## config.mk

```make
export PLATFORM = sky130hd
export DESIGN_NAME = gps_seconds_to_calendar
export DESIGN_NICKNAME = d
export VERILOG_FILES = /design/src/rtl/core/gsc_pkg.sv /design/src/rtl/core/gps_seconds_to_calendar.sv
export SDC_FILE = /design/constraint.sdc
export NUM_CORES = 2
export LEC_CHECK = 0
export BUFFER_PORTS_ARGS = -buffer_cell sky130_fd_sc_hd__clkbuf_2
export CAP_MARGIN = 20
export CELL_PAD_IN_SITES_DETAIL_PLACEMENT = 1
export CELL_PAD_IN_SITES_GLOBAL_PLACEMENT = 2
export CORE_MARGIN = 2
export CORE_UTILIZATION = 40
export CTS_CLUSTER_DIAMETER = 60
export DETAILED_ROUTE_END_ITERATION = 12
export PLACE_DENSITY_LB_ADDON = 0.1
export SLEW_MARGIN = 30
export SYNTH_ARGS = -nofsm -noshare
export SYNTH_HDL_FRONTEND = slang
export SYNTH_SLANG_ARGS = --single-unit
```

## constraint.sdc

```tcl
create_clock -name i_clk -period 7.4 [get_ports i_clk]
set_input_delay 0.37 -clock i_clk [delete_from_list [all_inputs] [get_ports i_clk]]
set_output_delay 0.37 -clock i_clk [all_outputs]
set_load 0.01 [all_outputs]
```

## src/rtl/core/gsc_pkg.sv

```systemverilog
// Constants and helper functions for the GPS-seconds-to-calendar pipeline.
package gsc_pkg;

    // Field widths of one item and one result.
    localparam int unsigned GPS_W   = 32;
    localparam int unsigned YEAR_W  = 12;
    localparam int unsigned MONTH_W = 4;
    localparam int unsigned DOM_W   = 5;
    localparam int unsigned HOUR_W  = 5;
    localparam int unsigned MIN_W   = 6;
    localparam int unsigned SEC_W   = 6;

    // Number of register stages from start to result strobe.
    localparam int unsigned PIPE_DEPTH = 9;

    // Seconds per day is 2^7 * 675; the shift strips the power of two.
    localparam int unsigned DAY_SHIFT = 7;
    localparam logic [9:0]  DAY_ODD   = 10'd675;
    // floor(2^35 / 675): quotient estimate is low by at most one.
    localparam logic [25:0] DAY_RECIP = 26'd50903316;
    localparam int unsigned DAY_RSH   = 35;

    // Day 0 of the pipeline is 1980-01-02 after this offset.
    localparam logic [15:0] DAY_OFFSET = 16'd4;

    // Exact division by 1461 (four-year cycle) for day counts below 2^16.
    localparam logic [10:0] CYCLE_DAYS  = 11'd1461;
    localparam logic [16:0] CYCLE_RECIP = 17'd91868;
    localparam int unsigned CYCLE_RSH   = 27;

    // Exact division of seconds-of-day by 3600 as (tod >> 4) / 225.
    localparam logic [15:0] HOUR_RECIP = 16'd37283;
    localparam int unsigned HOUR_RSH   = 23;
    localparam logic [11:0] SECS_HOUR  = 12'd3600;

    // Exact division of seconds-of-hour by 60 as (rem >> 2) / 15.
    localparam logic [10:0] MIN_RECIP = 11'd1093;
    localparam int unsigned MIN_RSH   = 14;
    localparam logic [5:0]  SECS_MIN  = 6'd60;

    // Exact division of (5 * ddd + 2) by 153.
    localparam logic [12:0] MGRP_RECIP = 13'd6854;
    localparam int unsigned MGRP_RSH   = 20;

    // Calendar constants.
    localparam logic [11:0] EPOCH_YEAR  = 12'd1980;
    localparam logic [8:0]  YEAR_DAYS   = 9'd365;
    localparam logic [6:0]  FEB_CUT     = 7'd60;
    localparam logic [8:0]  MARCH_SHIFT = 9'd305;
    // Year 2100 is the only year in range divisible by 100 but not by 400.
    localparam logic [7:0]  YEAR_2100   = 8'd120;

    // First day, counted from 1 March, of month group index m: (153 * m + 2) / 5.
    function automatic logic [8:0] month_start(input logic [3:0] m);
        logic [8:0] v;
        case (m)
            4'd0:    v = 9'd0;
            4'd1:    v = 9'd31;
            4'd2:    v = 9'd61;
            4'd3:    v = 9'd92;
            4'd4:    v = 9'd122;
            4'd5:    v = 9'd153;
            4'd6:    v = 9'd184;
            4'd7:    v = 9'd214;
            4'd8:    v = 9'd245;
            4'd9:    v = 9'd275;
            4'd10:   v = 9'd306;
            4'd11:   v = 9'd337;
            default: v = 9'd0;
        endcase
        return v;
    endfunction

    // Calendar month from the March-based index: ((m + 2) % 12) + 1.
    function automatic logic [3:0] month_of_year(input logic [3:0] m);
        logic [3:0] v;
        if (m < 4'd10) begin
            v = m + 4'd3;
        end else begin
            v = m - 4'd9;
        end
        return v;
    endfunction

endpackage

```

## src/rtl/core/gps_seconds_to_calendar.sv

```systemverilog
// Pipelined conversion of a GPS second count into calendar date and time of day.
// Throughput: one item per cycle; busy is never raised, as nothing downstream stalls.
// The nine stages are set by the constant-reciprocal multiplies for days, cycles and months.
// Reset (synchronous, active low) clears the stage valid bits only; no clearing pass.
// Results are not held: each appears for exactly one cycle with o_strobe.
module gps_seconds_to_calendar (
    input  logic                          i_clk,
    input  logic                          i_rst_n,
    input  logic                          start,
    output logic                          busy,
    input  logic [gsc_pkg::GPS_W-1:0]     i_gps_seconds,
    output logic                          o_strobe,
    output logic [gsc_pkg::YEAR_W-1:0]    o_year,
    output logic [gsc_pkg::MONTH_W-1:0]   o_month,
    output logic [gsc_pkg::DOM_W-1:0]     o_day_of_month,
    output logic [gsc_pkg::HOUR_W-1:0]    o_hour,
    output logic [gsc_pkg::MIN_W-1:0]     o_minute,
    output logic [gsc_pkg::SEC_W-1:0]     o_second_of_minute
);

    // Stage valid bits.
    logic [gsc_pkg::PIPE_DEPTH-1:0] r_vld;
    logic [gsc_pkg::PIPE_DEPTH-1:0] n_vld;

    // Stage 1: reciprocal product for the day count.
    logic [24:0] n_s1_x;
    logic [50:0] n_s1_prod;
    logic [24:0] r_s1_x;
    logic [50:0] r_s1_prod;
    logic [6:0]  r_s1_lo;

    // Stage 2: day estimate and its remainder.
    logic [15:0] n_s2_q;
    logic [25:0] n_s2_diff;
    logic [15:0] r_s2_q;
    logic [10:0] r_s2_r;
    logic [6:0]  r_s2_lo;

    // Stage 3: corrected day number and seconds of day.
    logic        n_s3_fix;
    logic [9:0]  n_s3_r;
    logic [15:0] n_s3_d;
    logic [15:0] r_s3_d;
    logic [16:0] r_s3_tod;

    // Stage 4: reciprocal products for cycle count and hour.
    logic [32:0] n_s4_cprod;
    logic [28:0] n_s4_hprod;
    logic [15:0] r_s4_d;
    logic [32:0] r_s4_cprod;
    logic [16:0] r_s4_tod;
    logic [28:0] r_s4_hprod;

    // Stage 5: cycle count, day in cycle, hour and seconds of hour.
    logic [5:0]  n_s5_cyc;
    logic [16:0] n_s5_dr;
    logic [4:0]  n_s5_hr;
    logic [16:0] n_s5_rem;
    logic [5:0]  r_s5_cyc;
    logic [10:0] r_s5_dr;
    logic [4:0]  r_s5_hr;
    logic [11:0] r_s5_rem;

    // Stage 6: year offset, day of year and minute product.
    logic [2:0]  n_s6_yoff;
    logic [10:0] n_s6_doy;
    logic [20:0] n_s6_mprod;
    logic [7:0]  r_s6_y;
    logic [8:0]  r_s6_doy;
    logic [4:0]  r_s6_hr;
    logic [11:0] r_s6_rem;
    logic [20:0] r_s6_mprod;

    // Stage 7: March-based day of year, minute and second.
    logic        n_s7_leap;
    logic [6:0]  n_s7_cut;
    logic [8:0]  n_s7_ddd;
    logic [5:0]  n_s7_mn;
    logic [11:0] n_s7_sc;
    logic [7:0]  r_s7_y;
    logic [8:0]  r_s7_ddd;
    logic [4:0]  r_s7_hr;
    logic [5:0]  r_s7_mn;
    logic [5:0]  r_s7_sc;

    // Stage 8: month group product.
    logic [10:0] n_s8_x;
    logic [23:0] n_s8_prod;
    logic [7:0]  r_s8_y;
    logic [8:0]  r_s8_ddd;
    logic [23:0] r_s8_prod;
    logic [4:0]  r_s8_hr;
    logic [5:0]  r_s8_mn;
    logic [5:0]  r_s8_sc;

    // Stage 9: result registers.
    logic [3:0]  n_s9_m;
    logic [8:0]  n_s9_dom;
    logic [gsc_pkg::YEAR_W-1:0]  r_year;
    logic [gsc_pkg::MONTH_W-1:0] r_month;
    logic [gsc_pkg::DOM_W-1:0]   r_dom;
    logic [gsc_pkg::HOUR_W-1:0]  r_hour;
    logic [gsc_pkg::MIN_W-1:0]   r_minute;
    logic [gsc_pkg::SEC_W-1:0]   r_second;

    // The pipeline never stalls, so an item is taken on every start.
    assign busy = 1'b0;

    // Valid bits shift one stage per cycle.
    assign n_vld = {r_vld[gsc_pkg::PIPE_DEPTH-2:0], start & ~busy};

    always_ff @(posedge i_clk) begin
        if (!i_rst_n) begin
            r_vld <= '0;
        end else begin
            r_vld <= n_vld;
        end
    end

    // Stage 1: strip the power-of-two factor of 86400, multiply by 1/675.
    always_comb begin
        n_s1_x    = i_gps_seconds[gsc_pkg::GPS_W-1:gsc_pkg::DAY_SHIFT];
        n_s1_prod = 51'(n_s1_x) * 51'(gsc_pkg::DAY_RECIP);
    end

    // Stage 2: the estimate may be one low; keep the remainder to fix it.
    always_comb begin
        n_s2_q    = r_s1_prod[gsc_pkg::DAY_RSH +: 16];
        n_s2_diff = 26'(r_s1_x) - 26'(n_s2_q) * 26'(gsc_pkg::DAY_ODD);
    end

    // Stage 3: correct the quotient and rebuild the seconds of the day.
    always_comb begin
        n_s3_fix = (r_s2_r >= 11'(gsc_pkg::DAY_ODD));
        n_s3_r   = n_s3_fix ? 10'(r_s2_r - 11'(gsc_pkg::DAY_ODD)) : r_s2_r[9:0];
        n_s3_d   = r_s2_q + 16'(n_s3_fix) + gsc_pkg::DAY_OFFSET;
    end

    // Stage 4: reciprocal products for the four-year cycle and the hour.
    always_comb begin
        n_s4_cprod = 33'(r_s3_d) * 33'(gsc_pkg::CYCLE_RECIP);
        n_s4_hprod = 29'(r_s3_tod[16:4]) * 29'(gsc_pkg::HOUR_RECIP);
    end

    // Stage 5: cycle count and day within it; hour and leftover seconds.
    always_comb begin
        n_s5_cyc = r_s4_cprod[gsc_pkg::CYCLE_RSH +: 6];
        n_s5_dr  = 17'(r_s4_d) - 17'(n_s5_cyc) * 17'(gsc_pkg::CYCLE_DAYS);
        n_s5_hr  = r_s4_hprod[gsc_pkg::HOUR_RSH +: 5];
        n_s5_rem = r_s4_tod - 17'(n_s5_hr) * 17'(gsc_pkg::SECS_HOUR);
    end

    // Stage 6: year within the cycle, one-based day of year and minute product.
    always_comb begin
        n_s6_yoff = 3'(r_s5_dr >= 11'd365) + 3'(r_s5_dr >= 11'd730)
                  + 3'(r_s5_dr >= 11'd1095) + 3'(r_s5_dr >= 11'd1460);
        // Start of year within the cycle: yoff * 365 plus one leap day after year 0.
        n_s6_doy  = r_s5_dr + 11'd2 - 11'((n_s6_yoff + 3'd3) >> 2)
                  - 11'(n_s6_yoff) * 11'(gsc_pkg::YEAR_DAYS);
        n_s6_mprod = 21'(r_s5_rem[11:2]) * 21'(gsc_pkg::MIN_RECIP);
    end

    // Stage 7: shift the day count to a year that starts on 1 March; split minute and second.
    always_comb begin
        n_s7_leap = (r_s6_y[1:0] == 2'd0) && (r_s6_y != gsc_pkg::YEAR_2100);
        n_s7_cut  = gsc_pkg::FEB_CUT + 7'(n_s7_leap);
        if (r_s6_doy < 9'(n_s7_cut)) begin
            n_s7_ddd = r_s6_doy + gsc_pkg::MARCH_SHIFT;
        end else begin
            n_s7_ddd = r_s6_doy - 9'(n_s7_cut);
        end
        n_s7_mn = r_s6_mprod[gsc_pkg::MIN_RSH +: 6];
        n_s7_sc = r_s6_rem - 12'(n_s7_mn) * 12'(gsc_pkg::SECS_MIN);
    end

    // Stage 8: month group product for (5 * ddd + 2) / 153.
    always_comb begin
        n_s8_x    = 11'(r_s7_ddd) * 11'd5 + 11'd2;
        n_s8_prod = 24'(n_s8_x) * 24'(gsc_pkg::MGRP_RECIP);
    end

    // Stage 9: month index, day of month and calendar year.
    always_comb begin
        n_s9_m   = r_s8_prod[gsc_pkg::MGRP_RSH +: 4];
        n_s9_dom = r_s8_ddd - gsc_pkg::month_start(n_s9_m) + 9'd1;
    end

    // Payload registers of all stages.
    always_ff @(posedge i_clk) begin
        r_s1_x     <= n_s1_x;
        r_s1_prod  <= n_s1_prod;
        r_s1_lo    <= i_gps_seconds[gsc_pkg::DAY_SHIFT-1:0];

        r_s2_q     <= n_s2_q;
        r_s2_r     <= n_s2_diff[10:0];
        r_s2_lo    <= r_s1_lo;

        r_s3_d     <= n_s3_d;
        r_s3_tod   <= {n_s3_r, r_s2_lo};

        r_s4_d     <= r_s3_d;
        r_s4_cprod <= n_s4_cprod;
        r_s4_tod   <= r_s3_tod;
        r_s4_hprod <= n_s4_hprod;

        r_s5_cyc   <= n_s5_cyc;
        r_s5_dr    <= n_s5_dr[10:0];
        r_s5_hr    <= n_s5_hr;
        r_s5_rem   <= n_s5_rem[11:0];

        r_s6_y     <= {r_s5_cyc, 2'b00} + 8'(n_s6_yoff);
        r_s6_doy   <= n_s6_doy[8:0];
        r_s6_hr    <= r_s5_hr;
        r_s6_rem   <= r_s5_rem;
        r_s6_mprod <= n_s6_mprod;

        r_s7_y     <= r_s6_y;
        r_s7_ddd   <= n_s7_ddd;
        r_s7_hr    <= r_s6_hr;
        r_s7_mn    <= n_s7_mn;
        r_s7_sc    <= n_s7_sc[5:0];

        r_s8_y     <= r_s7_y;
        r_s8_ddd   <= r_s7_ddd;
        r_s8_prod  <= n_s8_prod;
        r_s8_hr    <= r_s7_hr;
        r_s8_mn    <= r_s7_mn;
        r_s8_sc    <= r_s7_sc;

        r_year     <= gsc_pkg::EPOCH_YEAR + 12'(r_s8_y);
        r_month    <= gsc_pkg::month_of_year(n_s9_m);
        r_dom      <= n_s9_dom[4:0];
        r_hour     <= r_s8_hr;
        r_minute   <= r_s8_mn;
        r_second   <= r_s8_sc;
    end

    // Result ports.
    assign o_strobe           = r_vld[gsc_pkg::PIPE_DEPTH-1];
    assign o_year             = r_year;
    assign o_month            = r_month;
    assign o_day_of_month     = r_dom;
    assign o_hour             = r_hour;
    assign o_minute           = r_minute;
    assign o_second_of_minute = r_second;

    // Every accepted item yields its result with o_strobe.
    a_latency: assert property (@(posedge i_clk) disable iff (!i_rst_n)
        start |-> ##9 o_strobe)
        else $error("item taken without a result nine cycles later");

    // The rebuilt seconds of the day stay below 86400, so the corrected remainder stays below 675.
    a_day_rem: assert property (@(posedge i_clk) disable iff (!i_rst_n)
        r_vld[2] |-> (r_s3_tod < 17'd86400))
        else $error("seconds of day out of range");

    // The March-based day of year stays within one year.
    a_doy: assert property (@(posedge i_clk) disable iff (!i_rst_n)
        r_vld[6] |-> (r_s7_ddd < 9'd366))
        else $error("March-based day of year out of range");

    // Month of a result stays within 1 to 12 and day of month is at least 1.
    a_date: assert property (@(posedge i_clk) disable iff (!i_rst_n)
        o_strobe |-> (o_month >= 4'd1 && o_month <= 4'd12
                      && o_day_of_month >= 5'd1))
        else $error("month or day of month out of range");

    // Time fields of a result stay within their ranges.
    a_time: assert property (@(posedge i_clk) disable iff (!i_rst_n)
        o_strobe |-> (o_hour < 5'd24 && o_minute < 6'd60
                      && o_second_of_minute < 6'd60))
        else $error("time of day out of range");

endmodule
```

# ---- Word-level counts from Yosys, hierarchy flattened
# Memories as Yosys holds them, arrays and structs flattened. A register that Yosys moved wholly into a read port is not among the register bits.
# Index checks and enable logic that the tools add are counted.
dict set report totals {
  ff_bits 432
  rom_bits 144
  inputBits 35
  output_inout_bits 40
  wordCells 88
  memories 1
}
# memory words word_bits read_ports rd_clocked_by_memory_dff wr line_no
set memory_table {}
lappend memory_table {{(no name shown)} 16 9 1 1 0 gsc_pkg.sv:56} ;# case (m)
dict set report op_classes {
  addsub 24
  mul 11
  n_lt_le_gt_ge 7
  eq_ne 1
  mux 3
  reduce_logical 2
}
# operator count
set ops {}
lappend ops {{25-bit by 24-bit multiplier with 49-bit output, second input constant} 1}
lappend ops {{16-bit by 15-bit multiplier with 31-bit output, second input constant} 1}
lappend ops {{13-bit by 16-bit multiplier with 28-bit output, second input constant} 1}
lappend ops {{11-bit by 12-bit multiplier with 23-bit output, second input constant} 1}
lappend ops {{11-bit by 10-bit >= comparator with 1-bit output, second input constant} 2}
lappend ops {{11-bit >= comparator, second input constant} 2}
lappend ops {{11-bit subtractor} 2}
lappend ops {{10-bit by 11-bit multiplier with 20-bit output, second input constant} 1}
lappend ops {{16-bit by 1-bit adder with 16-bit output} 1}
lappend ops {{16-bit by 3-bit adder with 16-bit output, second input constant} 1}
lappend ops {{16-bit by 10-bit multiplier with 11-bit output, second input constant} 1}
lappend ops {{11-bit by 8-bit adder with 12-bit output, first input constant} 1}
lappend ops {{12-bit subtractor} 1}
lappend ops {{11-bit by 2-bit adder with 11-bit output, second input constant} 1}
lappend ops {{11-bit by 9-bit >= comparator with 1-bit output, second input constant} 1}
lappend ops {{6-bit by 11-bit multiplier with 11-bit output, second input constant} 1}
lappend ops {{9-bit by 3-bit multiplier with 11-bit output, second input constant} 1}
lappend ops {{10-bit two-way mux} 1}
lappend ops {{10-bit subtractor, second input constant} 1}
lappend ops {{9-bit by 2-bit adder with 9-bit output, second input constant} 1}
lappend ops {{9-bit adder, second input constant} 1}
lappend ops {{9-bit by 7-bit less-than comparator with 1-bit output} 1}
lappend ops {{3-bit by 9-bit multiplier with 9-bit output, second input constant} 1}
lappend ops {{9-bit two-way mux} 1}
lappend ops {{other kinds (21)} 21}

# ---- Depth between registers and ports, before layout
dict set report logic_depth {
  depth_word 7
  mapped_depth 31
  ltp_nobuf 31
}

# ---- Least setup slack after synthesis
# No wires, ideal clock.
dict set report synth_timing {
  path_type {reg-to-reg}
  start {register r_s7_ddd[1]}
  end {register with a tool-made name}
  setup_ns 0.125
  t_arrival_ns 6.774
  required_ns 7.275
  slack_ns 0.501
  path_stages_with_launch 31
  n_path_buf 0
  synth_period_minus_slack_ns 6.899
  path_cell_list {dfxtp_1 > ha_1 > ha_1 > o211a_1 > o21a_1 > o21a_1 > o21a_1 > o21ai_0 > a21boi_0 > nor2_1 > xor2_1 > ha_1 > ha_1 > or2_2 > fa_1 > inv_1 > fa_1 > fa_1 > inv_1 > ha_1 > a2111oi_2 > nand2_1 > a211oi_1 > nor3_1 > o31ai_1 > nand2b_1 > xnor2_1 > inv_1 > ha_1 > o211ai_1 > o31ai_1}
}
# item line_no
set synth_lines {}
lappend synth_lines {{from (decl)} gps_seconds_to_calendar.sv:81} ;# logic [8:0] r_s7_ddd;
lappend synth_lines {{from (signal assigned)} gps_seconds_to_calendar.sv:218} ;# r_s7_ddd <= n_s7_ddd;

==> impl_metrics.json <==
{
  "synth.avg_cell_area_um2": 10.7,
  "cts_buffer_depth": 3,
  "drcViolationCount": 0,
  "fin_worst_skew_ps": 14.8,
  "setup_viol": 0,
  "slew_viol_final": 0,
  "die-area_um2": 79700,
  "netlist_area_um2": 31000,
  "clkLatencyLatePin_ps": 560,
  "die_w_um": 282,
  "end_kind": "register",
  "path_class": "reg2reg",
  "syn_inst": 2906,
  "start_kind": "register",
  "gp_congestion": 0.838,
  "holdWs_ps": 141,
  "clock-root-buffer": "clkbuf_16",
  "relSlewSlack_pct": 58.6,
  "grt_max_degree": 16,
  "max_stage_delay_ps": 550,
  "finalWirelength_um": 68900,
  "placedCellCount": 4021,
  "start_util_pct": 40.2,
  "worst_slew_pin_slew_ps": 606,
  "clock.fmax_mhz": 143,
  "yosys-top-cells-area": "ha_1 31%, fa_1 24%, dfxtp_1 21%",
  "rows": 102,
  "async_flop_share_pct": 0,
  "coreArea_um2": 77100,
  "maxCapViolations": 0,
  "cp.arrival_ps": 7420,
  "fin_cells": 4105,
  "clkTransAtPathRegs_ps": 60,
  "cpMostUsedCell": "ha_1",
  "ys_seq_area_share_pct": 20.9,
  "cts_tree": "done",
  "cts_made_buffers": 40,
  "detail_route.wl_per_cell_um": 16.8,
  "portBuffers": 73,
  "layout.nets": 4208,
  "num_vias": 19700,
  "cts.sinks": 323,
  "dp_hpwl_um": 59200,
  "fin_crit_ps": 6990,
  "first_pass_iters": 4,
  "synth_edf_count": 0,
  "yosys_warnings": 0,
  "hp-class": "in2reg",
  "synth_nets": 4080,
  "layout_commonest_cell": "ha_1",
  "timing.final.crit_share_pct": 94.5,
  "die_h_um": 282,
  "ys.flop_type": "dfxtp_1",
  "diodes": 0,
  "yosysUniqueCellTypes": 71,
  "grt_pass1_wl_um": 116000,
  "yosysTopAreaCellShare_pct": 30.8,
  "antenna_found_initial": 3,
  "drt_iter0_markers": 420,
  "critPathMaxFanout": 3,
  "h-tree-depth": 2,
  "grt_use_total_pct": 18.5,
  "io_pins": 75,
  "rsz0062_at_grt": "yes",
  "synth_seq_cells": 323,
  "grt_pass1_vias": 22400,
  "drive_gt1_share_pct": 6.13,
  "status": "finished clean",
  "cp.required_ps": 7830,
  "finalHoldViolCount": 0,
  "area_growth_pct": 10.9,
  "final_cell_mix": "760 x ha_1, 703 x inv_1, 375 x fa_1, 322 x dfxtp_1, 103 x xnor2_1",
  "viasPerCell": 4.79,
  "synth_top_cell_by_area": "ha_1",
  "crit_slowest_cell": "fa_1",
  "overflow": 0,
  "ant_nets": 0
}
==> final cells by class <==
type,instances,area (um^2)
Clock buffer,53,1160
Clock inverter,20,293
Fill cell,8476,42800
Inverter,703,2640
Multi-Input combinational cell,1873,21900
Sequential cell,323,6470
Tap cell,1040,1300
Timing Repair Buffer,93,536
==> path summary, 6_finish.rpt <==
check / startpoint / to / slack [ps] / depth (start not counted)
setup reg to reg: r_s7_ddd[1] / register / 410 / 29
hold reg to reg: r_s8_sc[0] / o_second_of_minute[0] / 320 / 0
setup / recovery: r_s7_ddd[1] / register / 410 / 29
hold / removal: i_rst_n / r_vld[6] / 140 / 2
==> Yosys cell counts (all sizes together), types with 3 or more instances <==
| cell type | number |
|---|---|
| mux2i | 6 |
| or2 | 5 |
| nand2 | 65 |
| a21boi | 7 |
| o41ai | 4 |
| nor2 | 64 |
| a221oi | 3 |
| ha | 763 |
| xnor2 | 107 |
| a21oi | 86 |
| nand2b | 15 |
| nand4 | 15 |
| a2111oi | 5 |
| dfxtp | 323 |
| and3 | 14 |
| inv | 703 |
| a21o | 54 |
| a31oi | 7 |
| nor4 | 5 |
| nand4b | 3 |
| and2 | 12 |
| a211o | 4 |
| nand3 | 25 |
| nor3 | 22 |
| a31o | 3 |
| o21bai | 8 |
| clkbuf | 5 |
| o22ai | 4 |
| nor2b | 11 |
| fa | 376 |
| or3 | 4 |
| xor2 | 42 |
| a211oi | 11 |
| o211ai | 9 |
| o21a | 19 |
| or4 | 4 |
| o31ai | 6 |
| o21ai | 58 |
==> sequential cells by signal, summed over array words and instances (netlist names), 7 cells and up, named ones only <==
signal	flops
o_year	12
r_s1_lo	7
r_s1_prod	16
r_s1_x	11
r_s2_lo	7
r_s2_q	16
r_s2_r	11
r_s3_d	16
r_s3_tod	17
r_s4_d	11
r_s4_tod	11
r_s5_dr	11
r_s5_rem	12
r_s6_doy	9
r_s6_mprod	8
r_s6_y	8
r_s7_ddd	9
r_s7_y	8
r_s8_y	8
r_vld	9
==> metrics by stage <==
step / TNS [ps] / cell area [um^2] / setup slack, ps / util, %
after detailed placement: -509 / 32700 / -173 / 42.4
after global routing: -17.9 / 34300 / -10.9 / 44.5
after global placement: 0 / 32700 / 98.1 / 42.4
after CTS: 0 / 34200 / 29.1 / 44.4
after floorplan: 0 / 31000 / 501 / -
final: 0 / 34300 / 406 / 44.5
==> timing repair <==
| item | in CTS | in global routing |
|---|---|---|
| resized for setup | 3 | 17 |
| cloned | 0 | 0 |
| hold buffers | 8 | 0 |
| buffers inserted | 1 | 2 |
| endpoints found under the setup margin | 5 | 6 |
| pin swaps | 2 | 12 |
| hold endpoints to repair | 8 | 0 |
==> cells by family after synthesis <==
| family | count (synthesis) | share of synthesized area (%) |
|---|---|---|
| xor+xnor | 149 | 4.21 |
| mux | 7 | 0.230 |
| compound gates | 306 | 6.56 |
| buf+inv | 710 | 8.62 |
| simple gates | 271 | 4.35 |
| other cells | 1 | 0.0121 |
| fa+ha+maj | 1139 | 55.1 |
| flops | 323 | 20.9 |
==> routing by layer <==
layer  vias to the layer above  wire [um]  share of wire, %  track usage (%)
met1                      9825      32100                47             24.4
met2                       147      33900                49             32.5
li1                       9624          -                 -                -
met5                         -          0                 0                0
met3                        63       1560               2.3             1.83
met4                         0       1290               1.9             4.26
==> critical path: cells and delay by family, from the launching register on <==
family	cells	cell delay (ps)
flops	1	320
xor+xnor	1	240
buf+inv	4	400
mux	1	200
simple gates	3	450
compound gates	11	1900
fa+ha+maj	9	3370
Power is not shown: default switching activity piles up to over one toggle a cycle in this logic, so the estimate is an artifact.
